## config.mk

```make
export PLATFORM = sky130hd
export DESIGN_NAME = bch_serial_encoder
export DESIGN_NICKNAME = d
export VERILOG_FILES = /design/src/rtl/bchse_pkg.sv /design/src/rtl/bchse_cell.sv /design/src/rtl/bch_serial_encoder.sv
export SDC_FILE = /design/constraint.sdc
export NUM_CORES = 1
export LEC_CHECK = 0
export BUFFER_PORTS_ARGS = -buffer_cell sky130_fd_sc_hd__buf_2
export CORE_MARGIN = 8
export CORE_UTILIZATION = 65
export CTS_CLUSTER_SIZE = 25
export DETAILED_ROUTE_END_ITERATION = 10
export HOLD_SLACK_MARGIN = 0.08
export PLACE_DENSITY = 0.79
export SLEW_MARGIN = 10
export SYNTH_ARGS = -nofsm -noshare
export SYNTH_HDL_FRONTEND = slang
export SYNTH_SLANG_ARGS = --single-unit
```

## constraint.sdc

```tcl
create_clock -name aclk -period 5.6 [get_ports aclk]
set_clock_uncertainty 0.15 [all_clocks]
set_input_delay 1.4 -clock aclk [delete_from_list [all_inputs] [get_ports aclk]]
set_output_delay 1.4 -clock aclk [all_outputs]
set_load 0.02 [all_outputs]
```

## src/rtl/bchse_pkg.sv

```systemverilog
// bchse_pkg: shared types, generator tables and helpers of the serial BCH encoder
package bchse_pkg;

    // generator choice, encoding follows the code_select register
    typedef enum logic [1:0] {
        CODE_N192 = 2'd0,
        CODE_N160 = 2'd1,
        CODE_N128 = 2'd2,
        CODE_S168 = 2'd3
    } code_sel_t;

    localparam int MAX_DEG      = 192;
    localparam int REM_BITS_DEF = 192;
    localparam int CNT_W        = 8;
    localparam int NUM_CODES    = 4;
    localparam int GRP_LEN      = 16;
    localparam int GRP_W        = 4;
    localparam int NUM_GRP      = MAX_DEG / GRP_LEN;
    localparam int TDATA_W      = 8;
    localparam int S_TUSER_W    = 2;

    // generator coefficients, index j holds the coefficient of x^j
    localparam logic [0:192] GEN_192 = {
        32'b11100111101010100100000001100110,
        32'b11101111101000011110001011000000,
        32'b10010001000100001010110000111011,
        32'b00011011001101001111001100001010,
        32'b00111000100010100011101000100001,
        32'b11000001011100000110010001110010,
        1'b1};

    localparam logic [0:160] GEN_160 = {
        32'b10001001101001101101110100011101,
        32'b10000000110001001000101111110111,
        32'b11000000111010100001111001010110,
        32'b11111000110011000101010000111111,
        32'b10110111001100001010100000000110,
        1'b1};

    localparam logic [0:128] GEN_128 = {
        32'b11010100011001101001111100100000,
        32'b10101110101101100011111110011000,
        32'b10111101111010011110010010001110,
        32'b11111010101001001110000000111000,
        1'b1};

    localparam logic [0:168] GEN_168 = {
        32'b10100101101000001001100010001011,
        32'b11101011111001111111000101001010,
        32'b10010110000010011100010111000100,
        32'b10110011010001100100110110010110,
        32'b00011001010101111101101101000110,
        8'b00000010,
        1'b1};

    // per-cycle control handed to every remainder cell
    typedef struct packed {
        logic      shift;
        logic      clear;
        logic      fb;
        code_sel_t sel;
    } cell_ctl_t;

    // parity length of a code
    function automatic logic [CNT_W-1:0] code_deg(code_sel_t code);
        logic [CNT_W-1:0] deg;
        case (code)
            CODE_N192: deg = CNT_W'(192);
            CODE_N160: deg = CNT_W'(160);
            CODE_N128: deg = CNT_W'(128);
            CODE_S168: deg = CNT_W'(168);
            default:   deg = CNT_W'(192);
        endcase
        return deg;
    endfunction

    // coefficient of x^j for each code, bit position is the code value
    function automatic logic [NUM_CODES-1:0] cell_coef(int j);
        logic [NUM_CODES-1:0] c;
        c = '0;
        if (j <= 192) c[CODE_N192] = GEN_192[j];
        if (j <= 160) c[CODE_N160] = GEN_160[j];
        if (j <= 128) c[CODE_N128] = GEN_128[j];
        if (j <= 168) c[CODE_S168] = GEN_168[j];
        return c;
    endfunction

    // cell j takes part in the division when j is below the parity length
    function automatic logic [NUM_CODES-1:0] cell_active(int j);
        logic [NUM_CODES-1:0] a;
        a = '0;
        a[CODE_N192] = (j < 192);
        a[CODE_N160] = (j < 160);
        a[CODE_N128] = (j < 128);
        a[CODE_S168] = (j < 168);
        return a;
    endfunction

endpackage

```

## src/rtl/bchse_cell.sv

```systemverilog
// bchse_cell: one remainder bit of the premultiplied division register
module bchse_cell
    import bchse_pkg::*;
#(
    parameter logic [NUM_CODES-1:0] COEF   = '0,
    parameter logic [NUM_CODES-1:0] ACTIVE = '0
) (
    input  logic      aclk,
    input  logic      aresetn,
    input  cell_ctl_t ctl,
    input  logic      prev_bit,
    output logic      rem_bit
);

    logic rem_reg;
    logic rem_next;
    logic prev_eff;

    // start of a codeword wipes the neighbor too before the shift
    assign prev_eff = ctl.clear ? 1'b0 : prev_bit;

    // next remainder bit
    always_comb begin
        rem_next = ctl.clear ? 1'b0 : rem_reg;
        if (ctl.shift && ACTIVE[ctl.sel]) begin
            rem_next = prev_eff ^ (ctl.fb & COEF[ctl.sel]);
        end
    end

    // cell register
    always_ff @(posedge aclk) begin
        if (!aresetn) begin
            rem_reg <= 1'b0;
        end else begin
            rem_reg <= rem_next;
        end
    end

    assign rem_bit = rem_reg;

endmodule

```

## src/rtl/bch_serial_encoder.sv

```systemverilog
// bch_serial_encoder: bit-serial systematic BCH encoder built from a chain of remainder cells
//
//  port group   dir   beat content
//  s_*          in    tdata: data_bit; tuser: mode, first
//  m_*          out   tdata: code_bit; tlast: final parity bit
//  cfg_*        in    code_select write, no read-back
//
//  one beat per clock in both directions while the output is not stalled;
//  each beat passes through the selection stage, then the output register
//  the division register updates in the cycle a message beat is taken; a
//  parity read picks its bit through a two-level registered select
//  reset clears the remainder, the parity counter and code_select
//  a stalled output holds its beat; the selection stage keeps taking input
//  until it is full too
module bch_serial_encoder
    import bchse_pkg::*;
#(
    parameter int REM_BITS = REM_BITS_DEF
) (
    input  logic                 aclk,
    input  logic                 aresetn,
    // input stream
    input  logic                 s_tvalid,
    output logic                 s_tready,
    input  logic [TDATA_W-1:0]   s_tdata,   // [0] data_bit, [7:1] zero
    input  logic [S_TUSER_W-1:0] s_tuser,   // [0] mode, [1] first
    // result stream
    output logic                 m_tvalid,
    input  logic                 m_tready,
    output logic [TDATA_W-1:0]   m_tdata,   // [0] code_bit, [7:1] zero
    output logic                 m_tlast,
    // configuration
    input  logic                 cfg_wr_en,
    input  logic [1:0]           cfg_wr_data
);

    localparam logic MODE_MSG    = 1'b0;
    localparam logic MODE_PARITY = 1'b1;

    code_sel_t            code_select_reg;
    logic [CNT_W-1:0]     pc_reg;
    logic [CNT_W-1:0]     pc_next;
    logic [REM_BITS-1:0]  rem;
    logic [MAX_DEG-1:0]   rem_pad;
    logic [CNT_W-1:0]     deg;
    logic                 code_ok;
    logic                 tap;
    logic                 s_acc;
    logic                 in_mode;
    logic                 in_bit;
    logic                 in_first;
    logic                 rd_ok;
    logic [CNT_W-1:0]     rd_idx;
    cell_ctl_t            ctl;

    logic                 en_out;
    logic                 s1_valid_reg;
    logic                 s1_is_rd_reg;
    logic                 s1_echo_reg;
    logic                 s1_last_reg;
    logic [GRP_W-1:0]     s1_grp_reg;
    logic [NUM_GRP-1:0]   s1_cand_reg;
    logic [NUM_GRP-1:0]   s1_cand_next;
    logic                 m_tvalid_reg;
    logic                 code_bit_reg;
    logic                 last_reg;

    // input fields and handshake
    assign in_mode  = s_tuser[0];
    assign in_first = s_tuser[1];
    assign in_bit   = s_tdata[0];
    assign en_out   = !m_tvalid_reg || m_tready;
    assign s_tready = !s1_valid_reg || en_out;
    assign s_acc    = s_tvalid && s_tready;

    // configuration register
    always_ff @(posedge aclk) begin
        if (!aresetn) begin
            code_select_reg <= CODE_N192;
        end else if (cfg_wr_en) begin
            code_select_reg <= code_sel_t'(cfg_wr_data);
        end
    end

    // code length and the top tap of the division register
    assign rem_pad = MAX_DEG'(rem);
    assign deg     = code_deg(code_select_reg);
    assign code_ok = (int'(deg) <= REM_BITS);

    always_comb begin
        case (code_select_reg)
            CODE_N192: tap = rem_pad[192-1];
            CODE_N160: tap = rem_pad[160-1];
            CODE_N128: tap = rem_pad[128-1];
            CODE_S168: tap = rem_pad[168-1];
            default:   tap = 1'b0;
        endcase
    end

    // cell control for this beat
    always_comb begin
        ctl.shift = s_acc && (in_mode == MODE_MSG) && code_ok;
        ctl.clear = s_acc && (in_mode == MODE_MSG) && in_first;
        ctl.fb    = (in_first ? 1'b0 : tap) ^ in_bit;
        ctl.sel   = code_select_reg;
    end

    // row of remainder cells, each fed by its lower neighbor
    for (genvar j = 0; j < REM_BITS; j++) begin : g_cell
        logic prev;
        if (j == 0) begin : g_head
            assign prev = 1'b0;
        end else begin : g_link
            assign prev = rem[j-1];
        end
        bchse_cell #(
            .COEF   (cell_coef(j)),
            .ACTIVE (cell_active(j))
        ) u_cell (
            .aclk     (aclk),
            .aresetn  (aresetn),
            .ctl      (ctl),
            .prev_bit (prev),
            .rem_bit  (rem[j])
        );
    end

    // parity counter
    assign rd_ok  = code_ok && (pc_reg < deg);
    assign rd_idx = deg - pc_reg - CNT_W'(1);

    always_comb begin
        pc_next = pc_reg;
        if (s_acc && (in_mode == MODE_MSG) && in_first) begin
            pc_next = '0;
        end else if (s_acc && (in_mode == MODE_PARITY) && rd_ok) begin
            pc_next = pc_reg + CNT_W'(1);
        end
    end

    always_ff @(posedge aclk) begin
        if (!aresetn) begin
            pc_reg <= '0;
        end else begin
            pc_reg <= pc_next;
        end
    end

    // first select level: one candidate per group of sixteen cells
    always_comb begin
        logic [GRP_LEN-1:0] grp;
        for (int k = 0; k < NUM_GRP; k++) begin
            grp = rem_pad[k*GRP_LEN +: GRP_LEN];
            s1_cand_next[k] = grp[rd_idx[GRP_W-1:0]];
        end
    end

    // selection stage
    always_ff @(posedge aclk) begin
        if (!aresetn) begin
            s1_valid_reg <= 1'b0;
        end else if (s_acc) begin
            s1_valid_reg <= 1'b1;
        end else if (en_out) begin
            s1_valid_reg <= 1'b0;
        end
    end

    always_ff @(posedge aclk) begin
        if (s_acc) begin
            s1_is_rd_reg <= (in_mode == MODE_PARITY) && rd_ok;
            s1_echo_reg  <= (in_mode == MODE_MSG) && in_bit;
            s1_last_reg  <= (in_mode == MODE_PARITY) && rd_ok &&
                            (pc_reg == deg - CNT_W'(1));
            s1_grp_reg   <= rd_idx[CNT_W-1:GRP_W];
            s1_cand_reg  <= s1_cand_next;
        end
    end

    // output register
    always_ff @(posedge aclk) begin
        if (!aresetn) begin
            m_tvalid_reg <= 1'b0;
        end else if (en_out) begin
            m_tvalid_reg <= s1_valid_reg;
        end
    end

    always_ff @(posedge aclk) begin
        if (en_out && s1_valid_reg) begin
            code_bit_reg <= s1_is_rd_reg ? s1_cand_reg[s1_grp_reg] : s1_echo_reg;
            last_reg     <= s1_last_reg;
        end
    end

    assign m_tvalid = m_tvalid_reg;
    assign m_tdata  = TDATA_W'(code_bit_reg);
    assign m_tlast  = last_reg;

    // a message beat with first set restarts the parity count
    a_first_clears: assert property (@(posedge aclk) disable iff (!aresetn)
        s_acc && (in_mode == MODE_MSG) && in_first |=> pc_reg == '0)
        else $error("parity counter not cleared by first message beat");

    // a valid parity read advances the counter by one
    a_read_counts: assert property (@(posedge aclk) disable iff (!aresetn)
        s_acc && (in_mode == MODE_PARITY) && rd_ok |=> pc_reg == $past(pc_reg) + CNT_W'(1))
        else $error("parity counter did not advance on a parity read");

    // a full selection stage is held while the output is stalled
    a_stage_held: assert property (@(posedge aclk) disable iff (!aresetn)
        s1_valid_reg && !en_out |=> s1_valid_reg)
        else $error("selection stage dropped a beat under stall");

    // message beats never carry the last flag
    a_msg_not_last: assert property (@(posedge aclk) disable iff (!aresetn)
        s_acc && (in_mode == MODE_MSG) |=> !s1_last_reg)
        else $error("last flag raised on a message beat");

endmodule
```

==> PnR_summary.wiki <==
{| class="wikitable"
! Metric !! Value
|-
| Initial antenna violation count || 0
|-
| Multiplexer fraction of the synthesized cell area || 11.40%
|-
| Required time worst endpoint || 5.82 ns
|-
| Placer congestion estimate || 0.8364
|-
| Count of mapped cells out of synthesis || 1455
|-
| Final setup fails || 0
|-
| Path type of the worst min-delay path || reg2reg
|-
| Xor/xnor share of the synthesized area || 2.373%
|-
| CTS H-Tree Depth || 1
|-
| Sum of net half-perimeters after detailed placement || 20.42 mm
|-
| Number of buffers added by the clock tree synthesis step || 25
|-
| Count of flip-flops with a built-in enable after synthesis || 21
|-
| Clk_lat worst skew || 0.52 ns
|-
| Worst slew margin || 24.16%
|-
| Io pins || 28
|-
| Die Span X || 156.4 um
|-
| Starting Density || 66.05%
|-
| # diodes || 0
|-
| Unrepaired setup endpoints after global routing || false
|-
| Critical Path Source Type || flop
|-
| Met1 Track Usage GR || 40.30%
|-
| Maximum root-to-sink buffer count || 3
|-
| Port buffer count || 13
|-
| Placement Rows || 51
|-
| Routing layer with the top usage in global route || met2
|-
| Footprint of the flip-flops and latches || 4720 um2
|-
| Final Routed Wirelength || 37.19 mm
|-
| Pre-Repair DR Iteration Count || 5
|-
| Leak || 4.265 nW
|-
| Total number of nets in the final design || 1384
|-
| Syn. warnings || 0
|-
| Max Fclk || 254.2 MHz
|-
| Area fraction in and, or, nand and nor cells after synthesis || 15.57%
|-
| Met2 Use GR || 46.32%
|-
| Flip-flop count of the largest register after layout || 192
|-
| Area inside the core boundary || 19400 um2
|-
| Min Clock Period, post-route || 3.934 ns
|-
| Measured slew at the worst slew-check pin || 1.135 ns
|-
| Combinational family with the most area after synthesis || compound AO/OA/AOI/OAI gates
|-
| Mean instance size in the synthesized netlist || 8.806 um2
|-
| Max-cap viol count || 0
|-
| Number of global-route vias before repair || 10943
|-
| Leftover overflow at the end of global routing || 0
|-
| Total via count after detailed routing || 11834
|-
| Type of destination of the critical path || flop
|-
| Setup WS pre-CTS || 1.665 ns
|-
| Power Dens Cells || 291.3 nW/um2
|-
| Post-route setup slack || 1.666 ns
|-
| Die outline height || 156.4 um
|-
| Fraction of registers with async set/reset || 0%
|-
| Post-synth top flop || dfxtp_1
|-
| Commonest non-fill, non-tap cell in the layout || dfxtp_1
|-
| All-layer global routing usage || 29.97%
|-
| CP max FO || 76
|-
| Post-CTS setup buffers || 0
|-
| Antenna Violating Nets Remaining || 0
|-
| Crit path kind || reg2reg
|-
| Detailed router's first-iteration violation count || 1590
|-
| Portion of the clock cycle consumed by the worst path in the final layout || 70.25%
|-
| Synthesized flop and latch total || 225
|-
| Area of the multi-input gates || 7300 um2
|-
| Share of cells above drive strength 1 || 11.46%
|-
| Area of the die || 24460 um2
|-
| DRC viols || 0
|-
| Final Max Slew Viols || 0
|-
| Arrival time of the worst setup path || 4.15 ns
|-
| Average wire per standard cell || 22.74 um
|-
| Detail-routed via count per cell || 7.238
|-
| Library cell used as clock root buffer || clkbuf_16
|-
| TNS Setup || 0 ns
|-
| Number of sinks handled by clock tree synthesis || 225
|-
| Number of gates given a new drive strength after cts || 0
|-
| Adder-Cell Fraction of Synth Area || 1.465%
|-
| Commonest cells after routing, fill and taps aside || dfxtp_1 (202), a21oi_1 (197), nand2_1 (133)
|-
| TritonCTS clock tree || yes
|-
| Compound-cell area share of the yosys netlist || 25.52%
|-
| Post-cts hold buffer count || 0
|-
| Synth unique cells || 57
|-
| IR drop worst, VDD || 0.2325 mV
|-
| Global-route wire length before repair || 59.66 mm
|-
| Fill count || 1541
|-
| Clock input transition at the sequential cells of the worst setup and hold paths || 0.06 ns
|-
| Final Hold Fails || 0
|-
| Area growth, synth to finish || 5.537%
|-
| Outcome || finished clean
|-
| Largest net degree at the start of global routing || 251
|-
| Met3 Usage GRT || 5.985%
|-
| Netlist area before placement || 12810 um2
|-
| Sequential share of the synthesized area || 36.80%
|}
[cell families (layout without fill, tap and decap cells)]
family / Yosys count / count (layout)
compound gates: 517 / 517
xor+xnor: 33 / 33
fa+ha+maj: 15 / 15
buf+inv: 193 / 102
flops: 225 / 225
mux: 67 / 67
other cells: 1 / 7
simple gates: 404 / 404
[final timing paths]
check                           from  slack [ns]  cells past startpoint                         to
setup reg to reg  code_select_reg[1]        1.67                      8  g_cell[20].u_cell.rem_bit
hold reg to reg          s1_last_reg        0.27                      0                    m_tlast
setup / recovery  code_select_reg[1]        1.67                      8  g_cell[20].u_cell.rem_bit
hold / removal           s1_last_reg        0.27                      0                    m_tlast
[through the flow]
step / utilization [%] / power [mW] / hold WS (ns) / instance area (um2) / cells
after global placement: 65.71 / 2.359 / 0.2510 / 12750 / 1590
after floorplan: - / 2.230 / 0.2503 / 12830 / 1461
final: 69.70 / 3.939 / 0.2726 / 13520 / 1635
after global routing: 69.70 / 4.057 / 0.2905 / 13520 / 1635
after CTS: 69.70 / 3.937 / 0.2740 / 13520 / 1635
after detailed placement: 65.71 / 2.375 / 0.2610 / 12750 / 1590
[worst max-delay path, stage by stage (launching register included)]
cell	delay, ns
dfxtp_1	0.48
inv_1	0.42
ha_1	0.62
inv_2	0.38
a211oi_4	0.52
xnor2_4	0.11
buf_12	0.25
nor2_2	0.60
o211ai_1	0.20
[report_power, final]
| group | total [mW] | switching (mW) | internal (mW) |
|---|---|---|---|
| registers | 1.79 | 0.0821 | 1.70 |
| logic | 0.576 | 0.386 | 0.191 |
| clock network | 1.58 | 0.658 | 0.920 |
| total | 3.94 | 1.13 | 2.81 |
[layer usage]
| metal | routed length, um | share of wire (%) | up-vias |
|---|---|---|---|
| met1 | 14920 | 40 | 5687 |
| met5 | 0 | 0 | - |
| met3 | 3793 | 10 | 127 |
| met2 | 17080 | 46 | 717 |
| met4 | 1395 | 3.8 | 0 |
| li1 | - | - | 5303 |
[area by class of cell]
class	count	area share, %
repair buffers	40	2.461
inverters	17	0.4719
multi-input cells	1043	53.98
well taps	265	2.452
clock buffers	43	5.654
flip-flops and latches	225	34.90
clock inverters	2	0.07403
[cell usage after synthesis, drive strengths merged, types with 2 or more instances]
library cell	number	area [um2]
dfxtp	204	4084
a311oi	8	70.07
edfxtp	21	630.6
ha	15	187.7
or3b	2	17.52
xnor2	30	270.3
nand2	133	499.2
nand4	65	406.6
a21oi	197	986.0
and2	6	37.53
o2111ai	5	43.79
a21o	26	195.2
o211ai	89	668.1
a2111o	5	56.30
a41oi	6	52.55
a211oi	45	350.3
a22oi	7	52.55
inv	17	63.81
a211o	3	26.28
o21ai	67	335.3
nor3	5	30.03
nand3b	4	30.03
a221oi	5	43.79
a32oi	9	78.83
a2111oi	2	17.52
nor2b	19	118.9
nand2b	4	25.02
xor2	3	33.79
mux4	63	1419
a31oi	28	175.2
nor2	34	140.1
mux2i	3	30.03
nand3	118	590.6
a21boi	6	45.04
and3	11	68.82
o31ai	6	45.04
buf	67	405.4
clkbuf	109	409.1
No activity file was read; power rests on OpenSTA's default activity.
